--- config.mk ---
export PLATFORM = sky130hd
export DESIGN_NAME = aabb_region_enter_leave_detector
export DESIGN_NICKNAME = d
export VERILOG_FILES = /design/src/rtl/aerl_pkg.sv /design/src/rtl/aerl_fifo.sv /design/src/rtl/aerl_front.sv /design/src/rtl/aerl_back.sv /design/src/rtl/aabb_region_enter_leave_detector.sv
export VERILOG_INCLUDE_DIRS = /design/src /design/src/rtl
export SDC_FILE = /design/constraint.sdc
export NUM_CORES = 1
export LEC_CHECK = 0
export BUFFER_PORTS_ARGS = -buffer_cell sky130_fd_sc_hd__buf_2
export CORE_ASPECT_RATIO = 0.75
export CORE_MARGIN = 10
export CORE_UTILIZATION = 45
export DETAILED_ROUTE_END_ITERATION = 10
export GPL_ROUTABILITY_DRIVEN = 0
export GPL_TIMING_DRIVEN = 0
export SYNTH_ARGS = -nofsm -noshare
export SYNTH_HDL_FRONTEND = slang
export SYNTH_SLANG_ARGS = --single-unit
--- constraint.sdc ---
create_clock -name clk_i -period 14.8 [get_ports clk_i]
set_input_delay 2.22 -clock clk_i [delete_from_list [all_inputs] [get_ports clk_i]]
set_output_delay 2.22 -clock clk_i [all_outputs]
set_load 0.02 [all_outputs]
--- src/rtl/aabb_region_enter_leave_detector_defines.svh ---
// assertion helpers for the enter/leave detector
`ifndef AABB_REGION_ENTER_LEAVE_DETECTOR_DEFINES_SVH
`define AABB_REGION_ENTER_LEAVE_DETECTOR_DEFINES_SVH

// same-cycle implication, checked outside reset
`define AERL_ASSERT_NOW(lbl, ante, cons) \
  lbl: assert property (@(posedge clk_i) disable iff (!rst_ni) (ante) |-> (cons)) \
    else $error("aerl assertion failed");

// next-cycle implication, checked outside reset
`define AERL_ASSERT_NEXT(lbl, ante, cons) \
  lbl: assert property (@(posedge clk_i) disable iff (!rst_ni) (ante) |=> (cons)) \
    else $error("aerl assertion failed");

`endif

--- src/rtl/aerl_pkg.sv ---
package aerl_pkg;

  localparam int DefaultSlots = 32;
  localparam int QueueDepth   = 4;
  localparam int SlotW        = 5;
  localparam int PosW         = 32;
  localparam int HalfW        = 31;
  localparam int NameW        = 16;
  localparam int CfgIdxW      = 3;

  typedef enum logic [1:0] {
    OP_CENTER = 2'd0,
    OP_SAMPLE = 2'd1,
    OP_TICK   = 2'd2
  } op_e;

  localparam logic [CfgIdxW-1:0] REG_HALF_X = 3'd0;
  localparam logic [CfgIdxW-1:0] REG_HALF_Y = 3'd1;
  localparam logic [CfgIdxW-1:0] REG_HALF_Z = 3'd2;
  localparam logic [CfgIdxW-1:0] REG_FILTER = 3'd3;
  localparam logic [CfgIdxW-1:0] REG_TARGET = 3'd4;

  localparam logic EV_ENTER = 1'b0;
  localparam logic EV_LEAVE = 1'b1;

  typedef enum logic [1:0] {
    CMD_CLEAR = 2'd0,
    CMD_SET   = 2'd1,
    CMD_TICK  = 2'd2
  } cmd_e;

  typedef enum logic {
    BK_IDLE = 1'b0,
    BK_EMIT = 1'b1
  } back_state_e;

  typedef struct packed {
    cmd_e             kind;
    logic [SlotW-1:0] slot;
    logic             vol_ok;
  } cmd_t;

  typedef struct packed {
    logic [HalfW-1:0] half_x;
    logic [HalfW-1:0] half_y;
    logic [HalfW-1:0] half_z;
    logic             filter_en;
    logic [NameW-1:0] target_id;
  } cfg_t;

  // |p - c| <= half, exact on 33 bits
  function automatic logic axis_in(logic signed [PosW-1:0] p, logic signed [PosW-1:0] c,
                                   logic [HalfW-1:0] half);
    logic signed [PosW:0] diff;
    logic [PosW:0]        mag;
    diff = {p[PosW-1], p} - {c[PosW-1], c};
    mag  = diff[PosW] ? (~diff + 1'b1) : diff;
    return mag <= {2'b00, half};
  endfunction

endpackage

--- src/rtl/aerl_fifo.sv ---
module aerl_fifo #(
  parameter int Depth = aerl_pkg::QueueDepth
) (
  input  logic           clk_i,
  input  logic           rst_ni,
  input  logic           push_i,
  input  aerl_pkg::cmd_t push_data_i,
  input  logic           pop_i,
  output aerl_pkg::cmd_t pop_data_o,
  output logic           full_o,
  output logic           empty_o
);
  import aerl_pkg::*;

  localparam int PtrW = (Depth > 1) ? $clog2(Depth) : 1;
  localparam int CntW = $clog2(Depth + 1);

  cmd_t            mem_q [Depth];
  logic [PtrW-1:0] wr_ptr_q, wr_ptr_d;
  logic [PtrW-1:0] rd_ptr_q, rd_ptr_d;
  logic [CntW-1:0] count_q, count_d;

  assign full_o     = (count_q == CntW'(Depth));
  assign empty_o    = (count_q == '0);
  assign pop_data_o = mem_q[rd_ptr_q];

  always_comb begin
    wr_ptr_d = wr_ptr_q;
    rd_ptr_d = rd_ptr_q;
    count_d  = count_q;
    if (push_i) begin
      wr_ptr_d = (wr_ptr_q == PtrW'(Depth - 1)) ? '0 : wr_ptr_q + 1'b1;
    end
    if (pop_i) begin
      rd_ptr_d = (rd_ptr_q == PtrW'(Depth - 1)) ? '0 : rd_ptr_q + 1'b1;
    end
    if (push_i && !pop_i) begin
      count_d = count_q + 1'b1;
    end else if (pop_i && !push_i) begin
      count_d = count_q - 1'b1;
    end
  end

  always_ff @(posedge clk_i or negedge rst_ni) begin
    if (!rst_ni) begin
      wr_ptr_q <= '0;
      rd_ptr_q <= '0;
      count_q  <= '0;
    end else begin
      wr_ptr_q <= wr_ptr_d;
      rd_ptr_q <= rd_ptr_d;
      count_q  <= count_d;
    end
  end

  always_ff @(posedge clk_i) begin
    if (push_i) begin
      mem_q[wr_ptr_q] <= push_data_i;
    end
  end

endmodule

--- src/rtl/aerl_front.sv ---
module aerl_front #(
  parameter int Slots = aerl_pkg::DefaultSlots
) (
  input  logic                                clk_i,
  input  logic                                rst_ni,
  input  aerl_pkg::cfg_t                      cfg_i,
  input  logic                                in_valid_i,
  input  logic                                queue_full_i,
  input  logic [1:0]                          op_i,
  input  logic                                node_valid_i,
  input  logic [aerl_pkg::SlotW-1:0]          entity_slot_i,
  input  logic [aerl_pkg::NameW-1:0]          name_id_i,
  input  logic signed [aerl_pkg::PosW-1:0]    pos_x_i,
  input  logic signed [aerl_pkg::PosW-1:0]    pos_y_i,
  input  logic signed [aerl_pkg::PosW-1:0]    pos_z_i,
  output logic                                push_o,
  output aerl_pkg::cmd_t                      cmd_o
);
  import aerl_pkg::*;

  logic signed [PosW-1:0] ctr_x_q, ctr_x_d;
  logic signed [PosW-1:0] ctr_y_q, ctr_y_d;
  logic signed [PosW-1:0] ctr_z_q, ctr_z_d;
  logic                   vol_ok_q, vol_ok_d;
  logic                   accept;
  logic                   hit;
  logic                   counts;

  assign accept = in_valid_i && !queue_full_i;

  assign hit = axis_in(pos_x_i, ctr_x_q, cfg_i.half_x) &&
               axis_in(pos_y_i, ctr_y_q, cfg_i.half_y) &&
               axis_in(pos_z_i, ctr_z_q, cfg_i.half_z);

  // sample only matters when volume and entity are live, the slot is in range and the name passes
  assign counts = vol_ok_q && node_valid_i && (int'(entity_slot_i) < Slots) &&
                  (!cfg_i.filter_en || (name_id_i == cfg_i.target_id));

  always_comb begin
    ctr_x_d      = ctr_x_q;
    ctr_y_d      = ctr_y_q;
    ctr_z_d      = ctr_z_q;
    vol_ok_d     = vol_ok_q;
    push_o       = 1'b0;
    cmd_o.kind   = CMD_CLEAR;
    cmd_o.slot   = entity_slot_i;
    cmd_o.vol_ok = vol_ok_q;
    if (accept) begin
      unique case (op_i)
        OP_CENTER: begin
          ctr_x_d    = pos_x_i;
          ctr_y_d    = pos_y_i;
          ctr_z_d    = pos_z_i;
          vol_ok_d   = node_valid_i;
          push_o     = 1'b1;
          cmd_o.kind = CMD_CLEAR;
        end
        OP_SAMPLE: begin
          push_o     = counts && hit;
          cmd_o.kind = CMD_SET;
        end
        OP_TICK: begin
          push_o     = 1'b1;
          cmd_o.kind = CMD_TICK;
        end
        default: ;
      endcase
    end
  end

  always_ff @(posedge clk_i or negedge rst_ni) begin
    if (!rst_ni) begin
      ctr_x_q  <= '0;
      ctr_y_q  <= '0;
      ctr_z_q  <= '0;
      vol_ok_q <= 1'b0;
    end else begin
      ctr_x_q  <= ctr_x_d;
      ctr_y_q  <= ctr_y_d;
      ctr_z_q  <= ctr_z_d;
      vol_ok_q <= vol_ok_d;
    end
  end

endmodule

--- src/rtl/aerl_back.sv ---
module aerl_back #(
  parameter int Slots = aerl_pkg::DefaultSlots
) (
  input  logic                       clk_i,
  input  logic                       rst_ni,
  input  logic                       queue_empty_i,
  input  aerl_pkg::cmd_t             cmd_i,
  output logic                       pop_o,
  output logic                       out_valid_o,
  input  logic                       out_stall_i,
  output logic                       event_kind_o,
  output logic [aerl_pkg::SlotW-1:0] event_slot_o,
  output logic                       last_event_o
);
  import aerl_pkg::*;

  back_state_e      state_q, state_d;
  logic [Slots-1:0] now_q, now_d;
  logic [Slots-1:0] prev_q, prev_d;
  logic [Slots-1:0] enter_q, enter_d;
  logic [Slots-1:0] leave_q, leave_d;
  logic [Slots-1:0] pick_e, pick_l;
  logic             out_valid_q, out_valid_d;
  logic             kind_q, kind_d;
  logic [SlotW-1:0] slot_q, slot_d;
  logic             last_q, last_d;
  logic             out_free;

  // index of a one-hot vector
  function automatic logic [SlotW-1:0] onehot_idx(logic [Slots-1:0] v);
    logic [SlotW-1:0] idx;
    idx = '0;
    for (int i = 0; i < Slots; i++) begin
      if (v[i]) begin
        idx = idx | SlotW'(i);
      end
    end
    return idx;
  endfunction

  assign pick_e   = enter_q & (~enter_q + Slots'(1));
  assign pick_l   = leave_q & (~leave_q + Slots'(1));
  assign out_free = !out_valid_q || !out_stall_i;

  always_comb begin
    state_d     = state_q;
    now_d       = now_q;
    prev_d      = prev_q;
    enter_d     = enter_q;
    leave_d     = leave_q;
    pop_o       = 1'b0;
    out_valid_d = out_valid_q && out_stall_i;
    kind_d      = kind_q;
    slot_d      = slot_q;
    last_d      = last_q;
    unique case (state_q)
      BK_IDLE: begin
        if (!queue_empty_i) begin
          pop_o = 1'b1;
          unique case (cmd_i.kind)
            CMD_CLEAR: now_d = '0;
            CMD_SET: begin
              for (int i = 0; i < Slots; i++) begin
                if (int'(cmd_i.slot) == i) begin
                  now_d[i] = 1'b1;
                end
              end
            end
            CMD_TICK: begin
              now_d = '0;
              if (cmd_i.vol_ok) begin
                prev_d  = now_q;
                enter_d = now_q & ~prev_q;
                leave_d = prev_q & ~now_q;
                if ((now_q ^ prev_q) != '0) begin
                  state_d = BK_EMIT;
                end
              end
            end
            default: ;
          endcase
        end
      end
      BK_EMIT: begin
        if (out_free) begin
          out_valid_d = 1'b1;
          // enters drain first, lowest slot first, then leaves
          if (enter_q != '0) begin
            kind_d  = EV_ENTER;
            slot_d  = onehot_idx(pick_e);
            enter_d = enter_q & ~pick_e;
            last_d  = ((enter_q & ~pick_e) == '0) && (leave_q == '0);
          end else begin
            kind_d  = EV_LEAVE;
            slot_d  = onehot_idx(pick_l);
            leave_d = leave_q & ~pick_l;
            last_d  = ((leave_q & ~pick_l) == '0);
          end
          if (last_d) begin
            state_d = BK_IDLE;
          end
        end
      end
      default: state_d = BK_IDLE;
    endcase
  end

  always_ff @(posedge clk_i or negedge rst_ni) begin
    if (!rst_ni) begin
      state_q     <= BK_IDLE;
      now_q       <= '0;
      prev_q      <= '0;
      enter_q     <= '0;
      leave_q     <= '0;
      out_valid_q <= 1'b0;
    end else begin
      state_q     <= state_d;
      now_q       <= now_d;
      prev_q      <= prev_d;
      enter_q     <= enter_d;
      leave_q     <= leave_d;
      out_valid_q <= out_valid_d;
    end
  end

  always_ff @(posedge clk_i) begin
    kind_q <= kind_d;
    slot_q <= slot_d;
    last_q <= last_d;
  end

  assign out_valid_o  = out_valid_q;
  assign event_kind_o = kind_q;
  assign event_slot_o = slot_q;
  assign last_event_o = last_q;

endmodule

--- src/rtl/aabb_region_enter_leave_detector.sv ---
// Enter/leave detector for one axis-aligned trigger box. Per tick feed a center item, then
// entity samples in ascending slot order, then an end-of-tick item. The front end takes one
// item per cycle while the queue is not full and tests the sample against the box in that
// cycle; center items, matching samples and tick markers go through a four-entry command
// queue to the back end, which keeps the current and previous inside sets. An end-of-tick
// item emits its events one at a time (enters in ascending slot order, then leaves),
// paced by the single output register, which out_stall_i can hold; the queue keeps taking
// items during that time until it fills. Configuration writes take effect at the next edge.
`include "aabb_region_enter_leave_detector_defines.svh"

module aabb_region_enter_leave_detector #(
  parameter int Slots = aerl_pkg::DefaultSlots
) (
  input  logic                                clk_i,
  input  logic                                rst_ni,
  input  logic                                cfg_we_i,
  input  logic [aerl_pkg::CfgIdxW-1:0]        cfg_idx_i,
  input  logic [aerl_pkg::HalfW-1:0]          cfg_data_i,
  input  logic                                in_valid_i,
  output logic                                in_stall_o,
  input  logic [1:0]                          op_i,
  input  logic                                node_valid_i,
  input  logic [aerl_pkg::SlotW-1:0]          entity_slot_i,
  input  logic [aerl_pkg::NameW-1:0]          name_id_i,
  input  logic signed [aerl_pkg::PosW-1:0]    pos_x_i,
  input  logic signed [aerl_pkg::PosW-1:0]    pos_y_i,
  input  logic signed [aerl_pkg::PosW-1:0]    pos_z_i,
  output logic                                out_valid_o,
  input  logic                                out_stall_i,
  output logic                                event_kind_o,
  output logic [aerl_pkg::SlotW-1:0]          event_slot_o,
  output logic                                last_event_o
);
  import aerl_pkg::*;

  cfg_t cfg_q, cfg_d;
  cmd_t push_cmd, pop_cmd;
  logic push, pop, q_full, q_empty;

  always_comb begin
    cfg_d = cfg_q;
    if (cfg_we_i) begin
      unique case (cfg_idx_i)
        REG_HALF_X: cfg_d.half_x    = cfg_data_i;
        REG_HALF_Y: cfg_d.half_y    = cfg_data_i;
        REG_HALF_Z: cfg_d.half_z    = cfg_data_i;
        REG_FILTER: cfg_d.filter_en = cfg_data_i[0];
        REG_TARGET: cfg_d.target_id = cfg_data_i[NameW-1:0];
        default: ;
      endcase
    end
  end

  always_ff @(posedge clk_i or negedge rst_ni) begin
    if (!rst_ni) begin
      cfg_q <= '0;
    end else begin
      cfg_q <= cfg_d;
    end
  end

  assign in_stall_o = q_full;

  aerl_front #(
    .Slots(Slots)
  ) u_front (
    .clk_i        (clk_i),
    .rst_ni       (rst_ni),
    .cfg_i        (cfg_q),
    .in_valid_i   (in_valid_i),
    .queue_full_i (q_full),
    .op_i         (op_i),
    .node_valid_i (node_valid_i),
    .entity_slot_i(entity_slot_i),
    .name_id_i    (name_id_i),
    .pos_x_i      (pos_x_i),
    .pos_y_i      (pos_y_i),
    .pos_z_i      (pos_z_i),
    .push_o       (push),
    .cmd_o        (push_cmd)
  );

  aerl_fifo #(
    .Depth(QueueDepth)
  ) u_queue (
    .clk_i      (clk_i),
    .rst_ni     (rst_ni),
    .push_i     (push),
    .push_data_i(push_cmd),
    .pop_i      (pop),
    .pop_data_o (pop_cmd),
    .full_o     (q_full),
    .empty_o    (q_empty)
  );

  aerl_back #(
    .Slots(Slots)
  ) u_back (
    .clk_i        (clk_i),
    .rst_ni       (rst_ni),
    .queue_empty_i(q_empty),
    .cmd_i        (pop_cmd),
    .pop_o        (pop),
    .out_valid_o  (out_valid_o),
    .out_stall_i  (out_stall_i),
    .event_kind_o (event_kind_o),
    .event_slot_o (event_slot_o),
    .last_event_o (last_event_o)
  );

  `AERL_ASSERT_NOW(a_queue_flags, q_full, !q_empty)
  `AERL_ASSERT_NOW(a_pop_nonempty, pop, !q_empty)
  `AERL_ASSERT_NOW(a_slot_range, out_valid_o, int'(event_slot_o) < Slots)
  `AERL_ASSERT_NEXT(a_burst_continues, out_valid_o && !out_stall_i && !last_event_o, out_valid_o)

endmodule
==> results.md <==
* CP peak stage delay at 0.74 ns
* Yosys cell types at 116
* Final non-filler cell total at 4422
* P&R area growth vs syn at 12.2%
* Synth Flop Type: dfrtp_1
* Leading area contributor after synthesis: dfrtp_1
* First-pass GRT wire length at around 140 mm
* Die area at around 74000 um2
* Die height at 237 um
* Horiz. Die Dim at 310 um
* Syn Nets at 3784
* Core ar. at between 60000 and 70000 um2
* Root buf cell: clkbuf_16
* Setup Total Neg Slack at 0 ns
* Startpoint types: primary input
* Gr ovfl total at 0
* Total of max-cap violations at 0
* Crit-path slowest cell: a2111oi_0
* Post-CTS Setup Inserts at 0
* Pin count of the biggest net entering global routing at 108
* Power Density at roughly 240 nW/um2
* Hold endpoint: u_queue.count_q[2]$_DFFE_PN0P_
* Drt wl/cell at 19.3 um
* Setup Skew at between 0.04 and 0.05 ns
* Share of the synthesized area in the top cell type at 30.4%
* Fraction of layout cells with a size suffix above 1 at 10.2%
* Largest cells by area after synthesis: dfrtp_1 (30%), ha_1 (12%), o21ai_0 (6.9%), nand2_1 (5.6%), edfxtp_1 (4.1%)
* Via count at 25100
* Most frequent cell after synthesis: nand2_1
* Dpl hpwl at 67.8 mm
* Status: finished, final reports clean
* Reg2reg start: u_front.ctr_z_q[0]$_DFFE_PN0P_
* Ports at approximately 170
* DRT iter0 DRCs at 2389
* Htree depth at 2
* FMAX at 107 MHz
* Mapped Cells at roughly 3400
* Worst R2R Setup Slack at 6.83 ns
* TritonCTS clock tree: built
* Vias in the first global route at 23300
* R2r worst-path depth at 28
* Drt total wl at 85.4 mm
* Crit path DAT at 9.87 ns
* DRT antenna net count at 0
* Reg2Reg Capture Point: u_queue.count_q[2]$_DFFE_PN0P_
* Max_slew headroom at 11.6%
* Residual DRC count at 0
* RSZ-0062 raised after global routing: false
* Total power at 7.48 mW
* Met2 Usage GRT at 31.0%
* Setup violations, final at 0
* Final count of hold timing violations at 0
* Total Routing Usage GR at a little under a quarter
* GRT met1 Usage at between 30% and 40%
* Slew at the pin with the worst max-slew slack at 1.33 ns
* Worst vdd ir at 99.0 uV
* Worst-Skew Late Latency at 0.61 ns
* IO buf count at 167
* EDFF count, synth at 39
* Post-route clock period utilization at a little over three fifths
* Seq/Total Area, Yosys at 34.5%
* CTS Buf Count at 45
* Met3 Usage GRT at 3.37%
* Asr flop ratio synth at 89.8%
* Fin crit period at roughly 9.4 ns
* Yosys warning total at 0
* Clock sinks at 383
* Crit path kind: in -> reg
* Mean Syn Cell Area at 8.44 um2
* CP Max Fanout at 7
* Final WS setup at 5.44 ns
* TritonRoute pass-1 iters at 5
* Commonest cells in the netlist: nand2_1 (421), o21ai_0 (390), dfrtp_1 (344)
* Cell area after synthesis at between 20000 and 30000 um2
* # resized after CTS at 0
* Initial Util at 45.6%
* Leak Pwr at 14.0 nW
* Placed cell count at 4341
* HP Class: reg -> reg
* Dpl ws at 5.06 ns
* Max Buffers Root-to-Sink at 3
* Clk slew on worst S/H paths at 0.06 ns
* CP required at 15.31 ns
* Top cell by count, worst path: xor2_1
* Worst setup EP type: flip-flop
* WHS Path Cells at 1
* CTS Hold Bufs at 0
* FF+latch count, synth at 383
* Row count at 79
* Final Net Count at 4003
* Min-delay src: u_queue.count_q[2]$_DFFE_PN0P_
* Vias per cell at 5.67
* Final Max Tran Viols at 0
* Initial antenna violation count at 3
* Most crowded layer after global routing: met1
metal layers:
| metal | vias to the layer above | routed length (um) |
|---|---|---|
| met4 | 4 | 1140 |
| met2 | 755 | 33500 |
| met3 | 80 | 6140 |
| met1 | 11800 | 44700 |
| li1 | 12400 | - |
| met5 | - | 23 |
cell type report:
| class | instances | area (um2) |
|---|---|---|
| Buffer | 134 | 546 |
| Inverter | 301 | 1130 |
| Timing Repair Buffer | 172 | 951 |
| Clock inverter | 21 | 249 |
| Sequential cell | 383 | 9780 |
| Tap cell | 810 | 1010 |
| Fill cell | 6027 | 30400 |
| Multi-Input combinational cell | 2541 | 16900 |
| Antenna cell | 1 | 2.50 |
| Clock buffer | 59 | 1250 |
logic make-up after synthesis:
logic type,share of synthesized area (%)
and+or+nand+nor,17.8
AOI/OAI and AO/OA,22.5
buffers and inverters,5.91
DFF,34.5
adders and majority gates,12.2
xor gates and xnor gates,4.94
muxes,2.18
worst max-delay path, delay by kind of cell:
kind            cells  cell delay [ns]
compound gates      9             2.84
simple gates        8             2.33
fa+ha+maj           5             1.31
xor+xnor            4             0.89
buf+inv             4             0.25
worst max path at each step:
stage                     from                              end  slack, ns  depth (start not counted)
floorplan           pos_y_i[0]   u_queue.count_q[2]$_DFFE_PN0P_       6.57                         28
global placement        rst_ni  u_front.ctr_x_q[20]$_DFFE_PN0P_       4.45                          1
detailed placement  pos_z_i[0]   u_queue.count_q[2]$_DFFE_PN0P_       5.06                         34
CTS                 pos_z_i[0]   u_queue.count_q[2]$_DFFE_PN0P_       5.68                         34
global route        pos_z_i[0]   u_queue.count_q[2]$_DFFE_PN0P_       4.97                         34
finish              pos_z_i[0]   u_queue.count_q[2]$_DFFE_PN0P_       5.44                         30
through the flow:
stage	area [um2]	hold slack, ns	utilization, %
global placement	30200	0.494	48.6
floorplan	28400	0.457	-
global route	31800	0.525	51.2
finish	31800	0.504	51.2
detailed placement	30300	0.496	48.8
CTS	31800	0.509	51.2
flip-flops by register name, indices dropped and copies added (netlist names), 2 cells and up:
signal               flops
cfg_q                  110
u_back.enter_q          32
u_back.leave_q          32
u_back.now_q            32
u_back.prev_q           32
u_front.ctr_x_q         32
u_front.ctr_y_q         32
u_front.ctr_z_q         32
u_queue.mem_q           32
u_back.event_slot_o      5
u_queue.count_q          3
u_queue.rd_ptr_q         2
u_queue.wr_ptr_q         2
placed cells by master, fill, tap and decap left out, types with 10 or more instances in the layout:
cell type	n
a22o_1	61
xnor2_1	96
nor4_1	32
mux2_2	29
nand2b_1	20
o31ai_1	22
nor2b_1	28
edfxtp_1	39
nor2_1	212
o21ai_0	390
a21o_1	74
nand2_1	421
maj3_1	10
or2_2	19
or3_1	18
o21ai_1	11
a31oi_1	21
ha_1	262
nand4_1	55
a211oi_1	29
nor3_1	68
clkbuf_1	122
o21a_1	28
o211ai_1	15
xor2_1	62
dfrtp_1	344
and3_1	11
and4_1	11
nand3_1	49
clkbuf_16	45
inv_1	301
and2_1	27
a21oi_1	220
o22ai_1	17
o2111ai_1	11
buf_2	178
power by group:
group          switching, mW  internal [mW]
logic                   2.93           1.80
registers              0.214           1.39
clock network          0.473          0.669
Note: power is estimated with default switching activity, not from simulation.
